==> config.mk <==
export PLATFORM = sky130hd
export DESIGN_NAME = wg_mul
export DESIGN_NICKNAME = d
export VERILOG_FILES = /design/src/design/wavelet_generator_macros.svh /design/src/design/wg_pkg.sv /design/src/design/wg_mul.sv
export SDC_FILE = /design/constraint.sdc
export NUM_CORES = 2
export LEC_CHECK = 0
export BUFFER_PORTS_ARGS = -buffer_cell sky130_fd_sc_hd__buf_4
export CAP_MARGIN = 20
export CORE_MARGIN = 2
export CORE_UTILIZATION = 55
export DETAILED_ROUTE_END_ITERATION = 6
export GPL_TIMING_DRIVEN = 0
export PLACE_DENSITY = 0.76
export SLEW_MARGIN = 30
export SYNTH_ARGS = -nofsm -noshare
export SYNTH_HDL_FRONTEND = slang
export SYNTH_SLANG_ARGS = --single-unit
==> constraint.sdc <==
create_clock -name clk -period 16.1 [get_ports clk]
set_input_delay 3.22 -clock clk [delete_from_list [all_inputs] [get_ports clk]]
set_output_delay 3.22 -clock clk [all_outputs]
set_load 0.01 [all_outputs]
==> src/design/wavelet_generator_macros.svh <==
// assertion macros used by the wavelet generator top level
`ifndef WAVELET_GENERATOR_MACROS_SVH
`define WAVELET_GENERATOR_MACROS_SVH

// same-cycle implication, disabled while in reset
`define WG_ASSERT_IMP(lbl, clk_s, rst_s, ante, cons, msg) \
    lbl: assert property (@(posedge clk_s) disable iff (!rst_s) (ante) |-> (cons)) \
        else $error(msg);

// next-cycle implication, disabled while in reset
`define WG_ASSERT_NEXT(lbl, clk_s, rst_s, ante, cons, msg) \
    lbl: assert property (@(posedge clk_s) disable iff (!rst_s) (ante) |=> (cons)) \
        else $error(msg);

`endif

==> src/design/wg_pkg.sv <==
// shared types and constants of the wavelet generator
package wg_pkg;

    // fixed-point constants
    localparam logic [31:0] PI_Q30   = 32'd3373259426;
    localparam logic [28:0] EINV_Q30 = 29'd395007542;
    localparam logic [30:0] ONE_Q30  = 31'h4000_0000;

    // shared multiplier geometry
    localparam int MUL_AW = 40;
    localparam int MUL_BW = 32;
    localparam int MUL_PW = MUL_AW + MUL_BW;

    // shared divider geometry, numerator left aligned
    localparam int DIV_NW = 64;
    localparam int DIV_DW = 40;
    localparam int DIV_SW = 7;

    // wavelet kinds
    localparam logic KIND_GAUSS  = 1'b0;
    localparam logic KIND_RICKER = 1'b1;

    typedef enum logic [1:0] {
        NORM_NONE = 2'd0,
        NORM_PEAK = 2'd1,
        NORM_AREA = 2'd2,
        NORM_RSVD = 2'd3
    } norm_mode_t;

    typedef struct packed {
        logic [MUL_AW-1:0] a;
        logic [MUL_BW-1:0] b;
    } mul_req_t;

    typedef struct packed {
        logic              start;
        logic [DIV_NW-1:0] num;
        logic [DIV_DW-1:0] den;
        logic [DIV_SW-1:0] steps;
    } div_req_t;

    typedef struct packed {
        logic              busy;
        logic              done;
        logic [DIV_NW-1:0] quo;
    } div_rsp_t;

endpackage

==> src/design/wg_mul.sv <==
// shared unsigned multiplier with registered product
module wg_mul (
    input  logic                      clk,
    input  wg_pkg::mul_req_t          req,
    output logic [wg_pkg::MUL_PW-1:0] prod
);
    import wg_pkg::*;

    logic [MUL_PW-1:0] prod_reg;

    // product registered, available in the cycle after the operands
    always_ff @(posedge clk)
    begin
        prod_reg <= MUL_PW'(req.a) * MUL_PW'(req.b);
    end

    assign prod = prod_reg;
endmodule

==> impl_summary.txt <==
----------------------------------------------------
[Global routing]
  Initial antenna violation count ... 11
  Pin count of the biggest net entering global routing ... 15
  Met2 Track Usage GR ... 60.2%
  Wire length of the first global-routing pass ... 221000 um
  GRT Total Usage ... 39.2%
  Met3 Use GR ... 10.1%
  Met1 track demand over resource in global routing ... 47.1%
  Global route overflow ... 0
  Global-route layer with the greatest usage ... met2
  Via count of the first global-routing pass ... 35700

[Setup path]
  CP peak stage delay ... 0.70 ns
  Data arrival time of the critical path ... 12.60 ns
  Critical path's top delay family ... adder cells
  Most common cell on crit path ... sky130_fd_sc_hd__fa_1
  Cell count along the critical path ... 30
  Worst Path Buf+Inv ... 10
  Slowest cell on the critical path ... sky130_fd_sc_hd__clkbuf_1
  Crit start category ... primary input
  Worst setup path category ... in2reg
  CP Max Fanout ... 10
  Endpoint required time on the critical path ... 16.33 ns
  Endpoint kind of the worst setup timing path ... flip-flop

[Route]
  Routed wirelength normalized by instance count ... 25.2 um
  First drt pass iteration count ... 6
  Final ANT Viol Nets ... 0
  Via-to-Cell Ratio ... 5.72
  Drt initial violations ... 2948
  Drt drc ... 0
  Overall via count from detail_route ... 33700
  Routed wire length ... 148000 um

[Cells and area]
  Sequential standard cell area ... 1440 um2
  Layout cells sized above 1 ... 3.30%
  Final Net Count ... 6377
  Number of flip-flops in the largest register ... 72
  Finished Core Util ... 58.8%
  Area added between synthesis and finish ... 5.81%
  Final standard cell area without fillers ... 44600 um2
  Area of the multi-input gates ... 35000 um2
  Fill cell instance count of the final layout ... 6870

[Floorplanning]
  Initial cell density of the core ... 55.5%
  Number of ports placed on the die boundary ... 145
  Die Footprint ... 78800 um2
  Area of the core ... 75800 um2
  Die Span X ... 281 um
  Row count ... 101
  Height of the die ... 281 um

[STA]
  Hold Vio Cnt, Final ... 0
  Shortest period the worst path allows ... 12.37 ns
  Post-Route Setup TNS ... 0 ns
  Maximum clock rate ... 80.8 MHz
  Slew Limit Fails ... 0
  RSZ-0062 raised after global routing ... false
  Period utilisation layout ... 76.9%
  Count of final setup violators ... 0
  Transition time at the pin with the least slew margin ... 1.16 ns
  Smallest hold slack ... 3.14 ns
  Max_slew headroom ... 22.8%

[Synth]
  Number of synthesized flops with an enable pin ... 0
  Synthesized flop and latch total ... 72
  Synth top area cells ... sky130_fd_sc_hd__fa_1 54%, sky130_fd_sc_hd__inv_1 11%, sky130_fd_sc_hd__nand2_1 8.5%, sky130_fd_sc_hd__ha_1 8.1%, sky130_fd_sc_hd__and2_1 5.9%
  Fraction of synthesized cell area taken by the top area cell type ... 54.0%
  Area of the mapped netlist ... 42100 um2
  Post-synth top flop ... sky130_fd_sc_hd__dfxtp_1
  Cell taking the most area after synthesis ... sky130_fd_sc_hd__fa_1
  Sequential element share of the synthesized area ... 3.42%
  Ys Warns ... 0
  Netlist cell types ... 59
  Mapped Avg Cell Area ... 8.82 um2
  Synth async-reset ratio ... 0%
  Nets in the synthesized netlist ... 6253
  Cells after Synth ... 4773

[Clock network]
  Clock-pin slew reported for the worst setup and hold paths after clock tree synthesis ... 0.07 ns
  Number of buffers inserted by hold repair at cts ... 0
  # Post-CTS Setup Buffers ... 0
  Clock Path Buffers ... 2
  Resize count post-CTS ... 0
  Root Driver ... sky130_fd_sc_hd__clkbuf_16
  TritonCTS clock tree ... yes
  H-tree levels ... 3
  CTS Buf Count ... 9
  TritonCTS sink count ... 72

[Placement]
  Estimated wirelength of the detail-placed design ... 126000 um
  DP Area ... 44200 um2
  Gp weighted congestion ... 1.07
  Port buffer count ... 112

[Worst hold path]
  Hold-critical path depth ... 2
  HP Class ... in2reg

[Status]
  Status ... complete, no violations

[Job]
  Number of maximum-capacitance constraint violations ... 0

----------------------------------------------------
## kinds of logic after synthesis
| family | count (synthesis) | share of synthesized area (%) |
|---|---|---|
| XOR/XNOR | 70 | 1.46 |
| flip-flops | 72 | 3.42 |
| buffers and inverters | 1520 | 13.6 |
| adder cells (fa/ha/maj) | 1407 | 62.0 |
| AO/OA/AOI/OAI | 243 | 3.80 |
| AND/OR/NAND/NOR | 1461 | 15.7 |
## Yosys cell counts, types with 3 or more instances
| master | n |
|---|---|
| sky130_fd_sc_hd__inv_1 | 1247 |
| sky130_fd_sc_hd__fa_1 | 1136 |
| sky130_fd_sc_hd__nand2_1 | 955 |
| sky130_fd_sc_hd__and2_1 | 398 |
| sky130_fd_sc_hd__ha_1 | 271 |
| sky130_fd_sc_hd__clkbuf_1 | 266 |
| sky130_fd_sc_hd__a21oi_1 | 82 |
| sky130_fd_sc_hd__dfxtp_1 | 72 |
| sky130_fd_sc_hd__nor2_1 | 47 |
| sky130_fd_sc_hd__o21ai_0 | 47 |
| sky130_fd_sc_hd__a21o_1 | 41 |
| sky130_fd_sc_hd__xnor2_1 | 41 |
| sky130_fd_sc_hd__xor2_1 | 29 |
| sky130_fd_sc_hd__nand4_1 | 19 |
| sky130_fd_sc_hd__o21bai_1 | 17 |
| sky130_fd_sc_hd__nand3_1 | 12 |
| sky130_fd_sc_hd__nor3_1 | 8 |
| sky130_fd_sc_hd__a31oi_1 | 7 |
| sky130_fd_sc_hd__buf_2 | 7 |
| sky130_fd_sc_hd__a211oi_1 | 6 |
| sky130_fd_sc_hd__a21boi_0 | 5 |
| sky130_fd_sc_hd__and3_1 | 5 |
| sky130_fd_sc_hd__nand2b_1 | 4 |
| sky130_fd_sc_hd__nor4_1 | 3 |
| sky130_fd_sc_hd__o21a_1 | 3 |
| sky130_fd_sc_hd__o31ai_1 | 3 |
| sky130_fd_sc_hd__or3_1 | 3 |
## placed cells by master (no fill, tap or decap), types with 3 or more instances in the layout
master,instances
sky130_fd_sc_hd__and2_1,398
sky130_fd_sc_hd__xnor2_1,41
sky130_fd_sc_hd__and3_1,5
sky130_fd_sc_hd__fa_1,1136
sky130_fd_sc_hd__a21oi_1,82
sky130_fd_sc_hd__buf_2,7
sky130_fd_sc_hd__nand4_1,19
sky130_fd_sc_hd__nor2_1,47
sky130_fd_sc_hd__nand3_1,12
sky130_fd_sc_hd__a21boi_0,5
sky130_fd_sc_hd__inv_1,1247
sky130_fd_sc_hd__buf_4,112
sky130_fd_sc_hd__nand2b_1,4
sky130_fd_sc_hd__o21a_1,3
sky130_fd_sc_hd__a31oi_1,7
sky130_fd_sc_hd__nor3_1,8
sky130_fd_sc_hd__o21bai_1,17
sky130_fd_sc_hd__clkbuf_2,15
sky130_fd_sc_hd__xor2_1,29
sky130_fd_sc_hd__diode_2,10
sky130_fd_sc_hd__clkbuf_16,9
sky130_fd_sc_hd__dfxtp_1,72
sky130_fd_sc_hd__ha_1,271
sky130_fd_sc_hd__o31ai_1,3
sky130_fd_sc_hd__a211oi_1,6
sky130_fd_sc_hd__clkbuf_1,251
sky130_fd_sc_hd__nor4_1,3
sky130_fd_sc_hd__nand2_1,955
sky130_fd_sc_hd__a21o_1,41
sky130_fd_sc_hd__o21ai_0,47
sky130_fd_sc_hd__or3_1,3
## path summary, 6_finish.rpt
kind | startpoint | to
worst min-delay path | req[32] | prod[0]
worst max-delay path | req[61] | prod[71]
## layout make-up
type | instances | share of cell area, %
antenna | 10 | 0.0562
clock buffer | 9 | 0.505
multi-input combinational | 3181 | 78.4
buffer | 273 | 2.36
clock inverter | 7 | 0.227
tap | 978 | 2.75
inverter | 1247 | 10.5
sequential | 72 | 3.23
timing repair buffer | 113 | 1.92
## per-layer routing
metal	routed length (um)	up-vias	part of all wire, %
met4	15300	6	10
li1	-	13800	-
met5	40	-	0.027
met3	17800	664	12
met2	65600	2210	44
met1	49500	17000	33
## metrics by stage
stage	setup WS, ns	cells
final	3.73	5890
after global routing	3.43	5880
after CTS	4.00	5879
after detailed placement	3.65	5863
after global placement	3.73	5863
after floorplan	5.79	4773
Power is left out: the tool's default activity adds up to more than one toggle a clock period on the data nets, which glitch-free logic cannot reach.
