### config.mk
export PLATFORM = sky130hd
export DESIGN_NAME = wg_div
export DESIGN_NICKNAME = d
export VERILOG_FILES = /design/src/design/wavelet_generator_macros.svh /design/src/design/wg_pkg.sv /design/src/design/wg_div.sv
export SDC_FILE = /design/constraint.sdc
export NUM_CORES = 1
export LEC_CHECK = 0
export ABC_AREA = 1
export BUFFER_PORTS_ARGS = -buffer_cell sky130_fd_sc_hd__buf_4
export CORE_MARGIN = 4
export CORE_UTILIZATION = 32
export DETAILED_ROUTE_END_ITERATION = 10
export GPL_ROUTABILITY_DRIVEN = 0
export HOLD_SLACK_MARGIN = 0.05
export PLACE_DENSITY_LB_ADDON = 0.15
export RECOVER_POWER = 25
export SLEW_MARGIN = 20
export SYNTH_ARGS = -nofsm -noshare
export SYNTH_HDL_FRONTEND = slang
export SYNTH_SLANG_ARGS = --single-unit
### constraint.sdc
create_clock -name clk -period 3.98 [get_ports clk]
set_clock_uncertainty 0.05 [all_clocks]
set_input_delay 0.398 -clock clk [delete_from_list [all_inputs] [get_ports clk]]
set_output_delay 0.398 -clock clk [all_outputs]
set_load 0.03 [all_outputs]
### src/design/wavelet_generator_macros.svh
// assertion macros used by the wavelet generator top level
`ifndef WAVELET_GENERATOR_MACROS_SVH
`define WAVELET_GENERATOR_MACROS_SVH

// same-cycle implication, disabled while in reset
`define WG_ASSERT_IMP(lbl, clk_s, rst_s, ante, cons, msg) \
    lbl: assert property (@(posedge clk_s) disable iff (!rst_s) (ante) |-> (cons)) \
        else $error(msg);

// next-cycle implication, disabled while in reset
`define WG_ASSERT_NEXT(lbl, clk_s, rst_s, ante, cons, msg) \
    lbl: assert property (@(posedge clk_s) disable iff (!rst_s) (ante) |=> (cons)) \
        else $error(msg);

`endif

### src/design/wg_pkg.sv
// shared types and constants of the wavelet generator
package wg_pkg;

    // fixed-point constants
    localparam logic [31:0] PI_Q30   = 32'd3373259426;
    localparam logic [28:0] EINV_Q30 = 29'd395007542;
    localparam logic [30:0] ONE_Q30  = 31'h4000_0000;

    // shared multiplier geometry
    localparam int MUL_AW = 40;
    localparam int MUL_BW = 32;
    localparam int MUL_PW = MUL_AW + MUL_BW;

    // shared divider geometry, numerator left aligned
    localparam int DIV_NW = 64;
    localparam int DIV_DW = 40;
    localparam int DIV_SW = 7;

    // wavelet kinds
    localparam logic KIND_GAUSS  = 1'b0;
    localparam logic KIND_RICKER = 1'b1;

    typedef enum logic [1:0] {
        NORM_NONE = 2'd0,
        NORM_PEAK = 2'd1,
        NORM_AREA = 2'd2,
        NORM_RSVD = 2'd3
    } norm_mode_t;

    typedef struct packed {
        logic [MUL_AW-1:0] a;
        logic [MUL_BW-1:0] b;
    } mul_req_t;

    typedef struct packed {
        logic              start;
        logic [DIV_NW-1:0] num;
        logic [DIV_DW-1:0] den;
        logic [DIV_SW-1:0] steps;
    } div_req_t;

    typedef struct packed {
        logic              busy;
        logic              done;
        logic [DIV_NW-1:0] quo;
    } div_rsp_t;

endpackage

### src/design/wg_div.sv
// shared restoring divider, one quotient bit per cycle
module wg_div (
    input  logic             clk,
    input  logic             rst_n,
    input  wg_pkg::div_req_t req,
    output wg_pkg::div_rsp_t rsp
);
    import wg_pkg::*;

    logic [DIV_NW-1:0] num_reg;
    logic [DIV_NW-1:0] quo_reg;
    logic [DIV_DW-1:0] rem_reg;
    logic [DIV_DW-1:0] den_reg;
    logic [DIV_SW-1:0] cnt_reg;
    logic              busy_reg;
    logic              done_reg;

    logic [DIV_DW:0]   rem_sh;
    logic [DIV_DW:0]   rem_dif;
    logic              fits;

    // one trial subtraction
    assign rem_sh  = {rem_reg, num_reg[DIV_NW-1]};
    assign rem_dif = rem_sh - {1'b0, den_reg};
    assign fits    = (rem_sh >= {1'b0, den_reg});

    // control
    always_ff @(posedge clk or negedge rst_n)
    begin
        if (!rst_n)
        begin
            busy_reg <= 1'b0;
            done_reg <= 1'b0;
            cnt_reg  <= '0;
        end
        else
        begin
            done_reg <= 1'b0;
            if (req.start)
            begin
                busy_reg <= 1'b1;
                cnt_reg  <= req.steps;
            end
            else if (busy_reg)
            begin
                cnt_reg <= cnt_reg - 1'b1;
                if (cnt_reg == DIV_SW'(1))
                begin
                    busy_reg <= 1'b0;
                    done_reg <= 1'b1;
                end
            end
        end
    end

    // datapath
    always_ff @(posedge clk)
    begin
        if (req.start)
        begin
            num_reg <= req.num;
            den_reg <= req.den;
            rem_reg <= '0;
            quo_reg <= '0;
        end
        else if (busy_reg)
        begin
            num_reg <= {num_reg[DIV_NW-2:0], 1'b0};
            rem_reg <= fits ? rem_dif[DIV_DW-1:0] : rem_sh[DIV_DW-1:0];
            quo_reg <= {quo_reg[DIV_NW-2:0], fits};
        end
    end

    assign rsp.busy = busy_reg;
    assign rsp.done = done_reg;
    assign rsp.quo  = quo_reg;
endmodule

==> results list <==
- The flow ran to the end, and the final reports show no timing, DRC or antenna violations.
- In this run the remaining antenna-violating nets after routing total 0.
- The most critical setup path has its endpoint at rem_reg[36].
- The initial antenna violation count came to 6.
* Grt total ovfl: 0
- Slew @ Worst Pin: 904 ps
* Fill cell total of the finished layout: 3727
- The routed layout has 10396 vias.
- TritonCTS built the clock tree.
- Setup slack on the worst reg-to-reg path comes out at 1260 ps.
- Total I/O pin count: 180
* Source of the critical timing path: den_reg[19]
- FF-to-FF Start: den_reg[19]
- Category of the worst setup path capture point: register
- Dividing the synthesized area by the synthesized cell count gives 7.35 sq um.
- In the final layout, the multi-input gates occupy 0.00499 sq mm.
* Worst-case headroom to the max-slew limit: 39.7%
* Number of buffers created by CTS: 26
- In this run the static leakage power is 7.59 nW.
- Once detailed placement completed, the half-perimeter wirelength came to 23500 um.
- Clk slew on worst S/H paths: 60 ps
- Number of search-and-repair iterations in the first detailed-routing pass: 5
* Maximum capacitance violations: 0
* Post-route fraction of the period consumed by the critical path: 68.3%
* Slowest stage cell on the critical path: nand2_4
- Sequential cell area in the final layout: 0.00543 sq mm
- Area leader, netlist: edfxtp_1
- Timing would allow up to 0.368 GHz.
* Cell types with the largest area share after synthesis: edfxtp_1, nand2_1, dfxtp_1, inv_1, ha_1
- Area growth from synthesis to final layout: 30.9%
* Post-synthesis instance area: 0.0116 sq mm
- Count of synthesis-stage warnings from yosys: 0
* DR vias/cell: 4.46
* Final hold violation count: 0
- Of all nets on the critical path, the largest fanout is 41.
- Largest buffer count on any clock path: 3
- Data on the critical path arrives at its endpoint at 3120 ps.
- The initial utilization of the core area, before any placement, comes to 32.5%.
- Measured in cells, the most critical reg-to-reg path has a length of 14.
- The placed instances occupy a cell area of 0.0134 sq mm.
* Vertical die dimension: 198 um
- STA classifies the critical path startpoint as a register.
* Horizontal die dimension: 198 um
* Chain of cells forming the critical path: inv_1 > ha_1 > nand2_1 > inv_1 > nand2_1 > nand2_1 > a21oi_2 > nand3_2 > nand2_4 > nand2_8 > nand2_2 > nand2_1 > nand2_1 > nand2_1
- The initialized floorplan defines 69 standard-cell rows.
- For this block, the routed nets add up to 32600 um of wire.
* Cell Pwr Density: 368 mW/mm^2
- Sequential cells were found to cover 46.8% of the synthesized design area.
- CTS saw 217 sinks.
* Synth Flop Type: edfxtp_1
* Clock power frac: 43.7%
- The synthesized design contains 217 register bits.
* Cell variety after synth: 46
- Slowest stage delay, CP: 380 ps
* Switching power: 1.35 mW
- Entering global routing, the biggest net connects 77 pins.
- Number of enable flip-flop cells after synthesis: 104
- The die covers 0.0394 sq mm.
- In the final design database the tool counted 2004 nets.
* Final critical delay including setup and external delays: 2720 ps
- Data on the critical path is required at its endpoint by 4380 ps.
- Setup repair after global routing left no endpoint under its margin.
- Int Power: 4.25 mW
* Startpoint-to-endpoint class of the critical path: reg2reg
* Number of nets in the synthesized netlist: 1736
* Number of remaining DRC errors: 0
* Share of total power consumed by net switching: 24.1%
- Post-layout instance area: 0.0152 sq mm
- Routed wirelength normalized by instance count: 14.0 um
- Core Region: 0.0357 sq mm
- Of the post-synthesis cell area, the dominant cell type holds 26.9%.
- # port buffers: 179
- Worst skew pair latency: 560 ps
- Of the total power, combinational logic draws 11.3%.
- For this run, the total global-route usage over all layers was measured as 16.3%.
- Share of synthesized registers carrying an async set or reset: 4.15%
- The first global-routing pass estimated 53000 um of wire.
* Total Neg Setup Slack: 0 ps
- Tightest Hold Check Type: in2reg
- Root Buffer: clkbuf_16
- Via count of the first global-routing pass: 10342
- In this run the critical register-to-register path is captured at rem_reg[36].
* Max Slew Vio Count: 0
* Number of H-tree branching levels: 1
* Fraction of power consumed by sequential logic: 45.0%
- Drt first-iter violations: 684
- Critical Path Most Common Cell: nand2_1
- Number of cells produced by synthesis: 1579
- Number of endpoints failing setup at the final stage: 0
- Maximum resistive drop on vdd: 284 uV
- Cells with a size suffix above 1 make up 11.8% of the layout.
-- worst min path at each step --
stage | from | to | slack (ps) | cells past startpoint
after floorplan | rst_n | busy_reg | 50 | 0
after global placement | rst_n | busy_reg | 180 | 1
after detailed placement | rst_n | done_reg | 180 | 1
after CTS | req[108] | num_reg[61] | 50 | 3
after global routing | req[97] | num_reg[50] | 50 | 3
final | req[97] | num_reg[50] | 70 | 3
-- metal layers --
layer	up-vias	wire length (um)	share of wire [%]	track usage [%]
met5	-	20	0.061	0
met4	2	662	2.0	3.44
met3	39	2070	6.4	4.52
met2	209	15200	47	27.4
met1	4653	14600	45	21.3
li1	5493	-	-	-
-- cell type report --
class                           count  area share (%)
Sequential cell                   217            35.7
Inverter                          255            6.33
Timing Repair Buffer              289            15.3
Clock inverter                      8           0.906
Tap cell                          461            3.80
Antenna cell                        5          0.0824
Clock buffer                       39            4.93
Multi-Input combinational cell   1058            32.9
-- critical path, delay by kind of cell, from the launching register on --
family                   cells  cell delay [ps]
AO/OA/AOI/OAI                1              230
adder cells (fa/ha/maj)      1              310
buffers and inverters        2              130
flip-flops                   1              360
AND/OR/NAND/NOR             10             1500
-- power groups by stage --
stage	clock (mW)	combinational, mW	sequential (mW)
4_1_cts	2.54	0.645	2.52
2_1_floorplan	0	0.354	2.56
3_5_place_dp	0	0.560	2.57
6_report	2.45	0.632	2.52
3_3_place_gp	0	0.557	2.56
5_1_grt	2.63	0.716	2.53
-- synthesized netlist by cell type (2+ instances only) --
library cell  count
a21o_1            3
a21oi_1          25
a21oi_2           2
and2_1            3
buf_1            10
buf_2             9
buf_4             2
buf_6             2
buf_8             2
clkbuf_1         24
dfrtp_1           9
dfxtp_1         104
edfxtp_1        104
ha_1             42
inv_1           253
nand2_1         685
nand2_2           4
nand3_1          77
nand3_2           2
nand3b_1         14
nand4_1           7
nor2_1           74
nor2_2            7
o211ai_1          2
o21a_1            2
o21ai_0           8
o21ai_1           4
o21bai_1          2
o221ai_1          3
o22ai_1          62
xnor2_1           4
xor2_1           14
-- cell families (layout without fill, tap and decap cells) --
| family | Yosys count | after routing | synth area share (%) |
|---|---|---|---|
| and+or+nand+nor | 881 | 881 | 30.7 |
| DFF | 217 | 217 | 46.8 |
| xor gates and xnor gates | 18 | 18 | 1.36 |
| other | 0 | 5 | 0 |
| buffers and inverters | 304 | 591 | 10.3 |
| AOI/OAI and AO/OA | 116 | 116 | 6.09 |
| adders and majority gates | 43 | 43 | 4.70 |
-- placed cells by master, fill, tap and decap left out, drive strengths merged --
| cell type | instances |
|---|---|
| buf | 117 |
| o21a | 2 |
| o211ai | 2 |
| a31oi | 1 |
| dfrtp | 9 |
| and2 | 3 |
| o311ai | 1 |
| o22ai | 62 |
| nor3 | 2 |
| inv | 253 |
| dlygate4sd3 | 103 |
| nand2 | 691 |
| a21o | 3 |
| o21ai | 12 |
| bufinv | 3 |
| ha | 42 |
| nor2 | 82 |
| edfxtp | 104 |
| o21bai | 2 |
| nand4 | 7 |
| nand3 | 79 |
| a21oi | 27 |
| or2 | 1 |
| clkbuf | 108 |
| xor2 | 14 |
| nor4 | 1 |
| diode | 5 |
| nand3b | 14 |
| o221ai | 3 |
| dfxtp | 104 |
| and3 | 1 |
| clkinv | 7 |
| a22oi | 1 |
| xnor2 | 4 |
| fa | 1 |
-- repair_timing --
| item | in CTS | in global routing |
|---|---|---|
| hold endpoints to repair | 111 | 0 |
| endpoints found under the setup margin | 0 | 0 |
| setup buffers | 0 | 0 |
| hold buffers | 103 | 0 |
| gates resized for setup | 0 | 0 |
-- metrics by stage --
stage	setup slack [ps]	util [%]	std cells	hold WS [ps]	total power [mW]
after floorplan	952	-	1579	52.4	2.91
after global placement	1200	37.5	2177	184	3.12
after detailed placement	1200	37.5	2177	184	3.13
after CTS	1180	42.9	2327	50.6	5.71
after global routing	966	42.6	2332	52.5	5.88
final	1260	42.6	2332	69.2	5.60
Note: power is estimated with default switching activity, not from simulation.
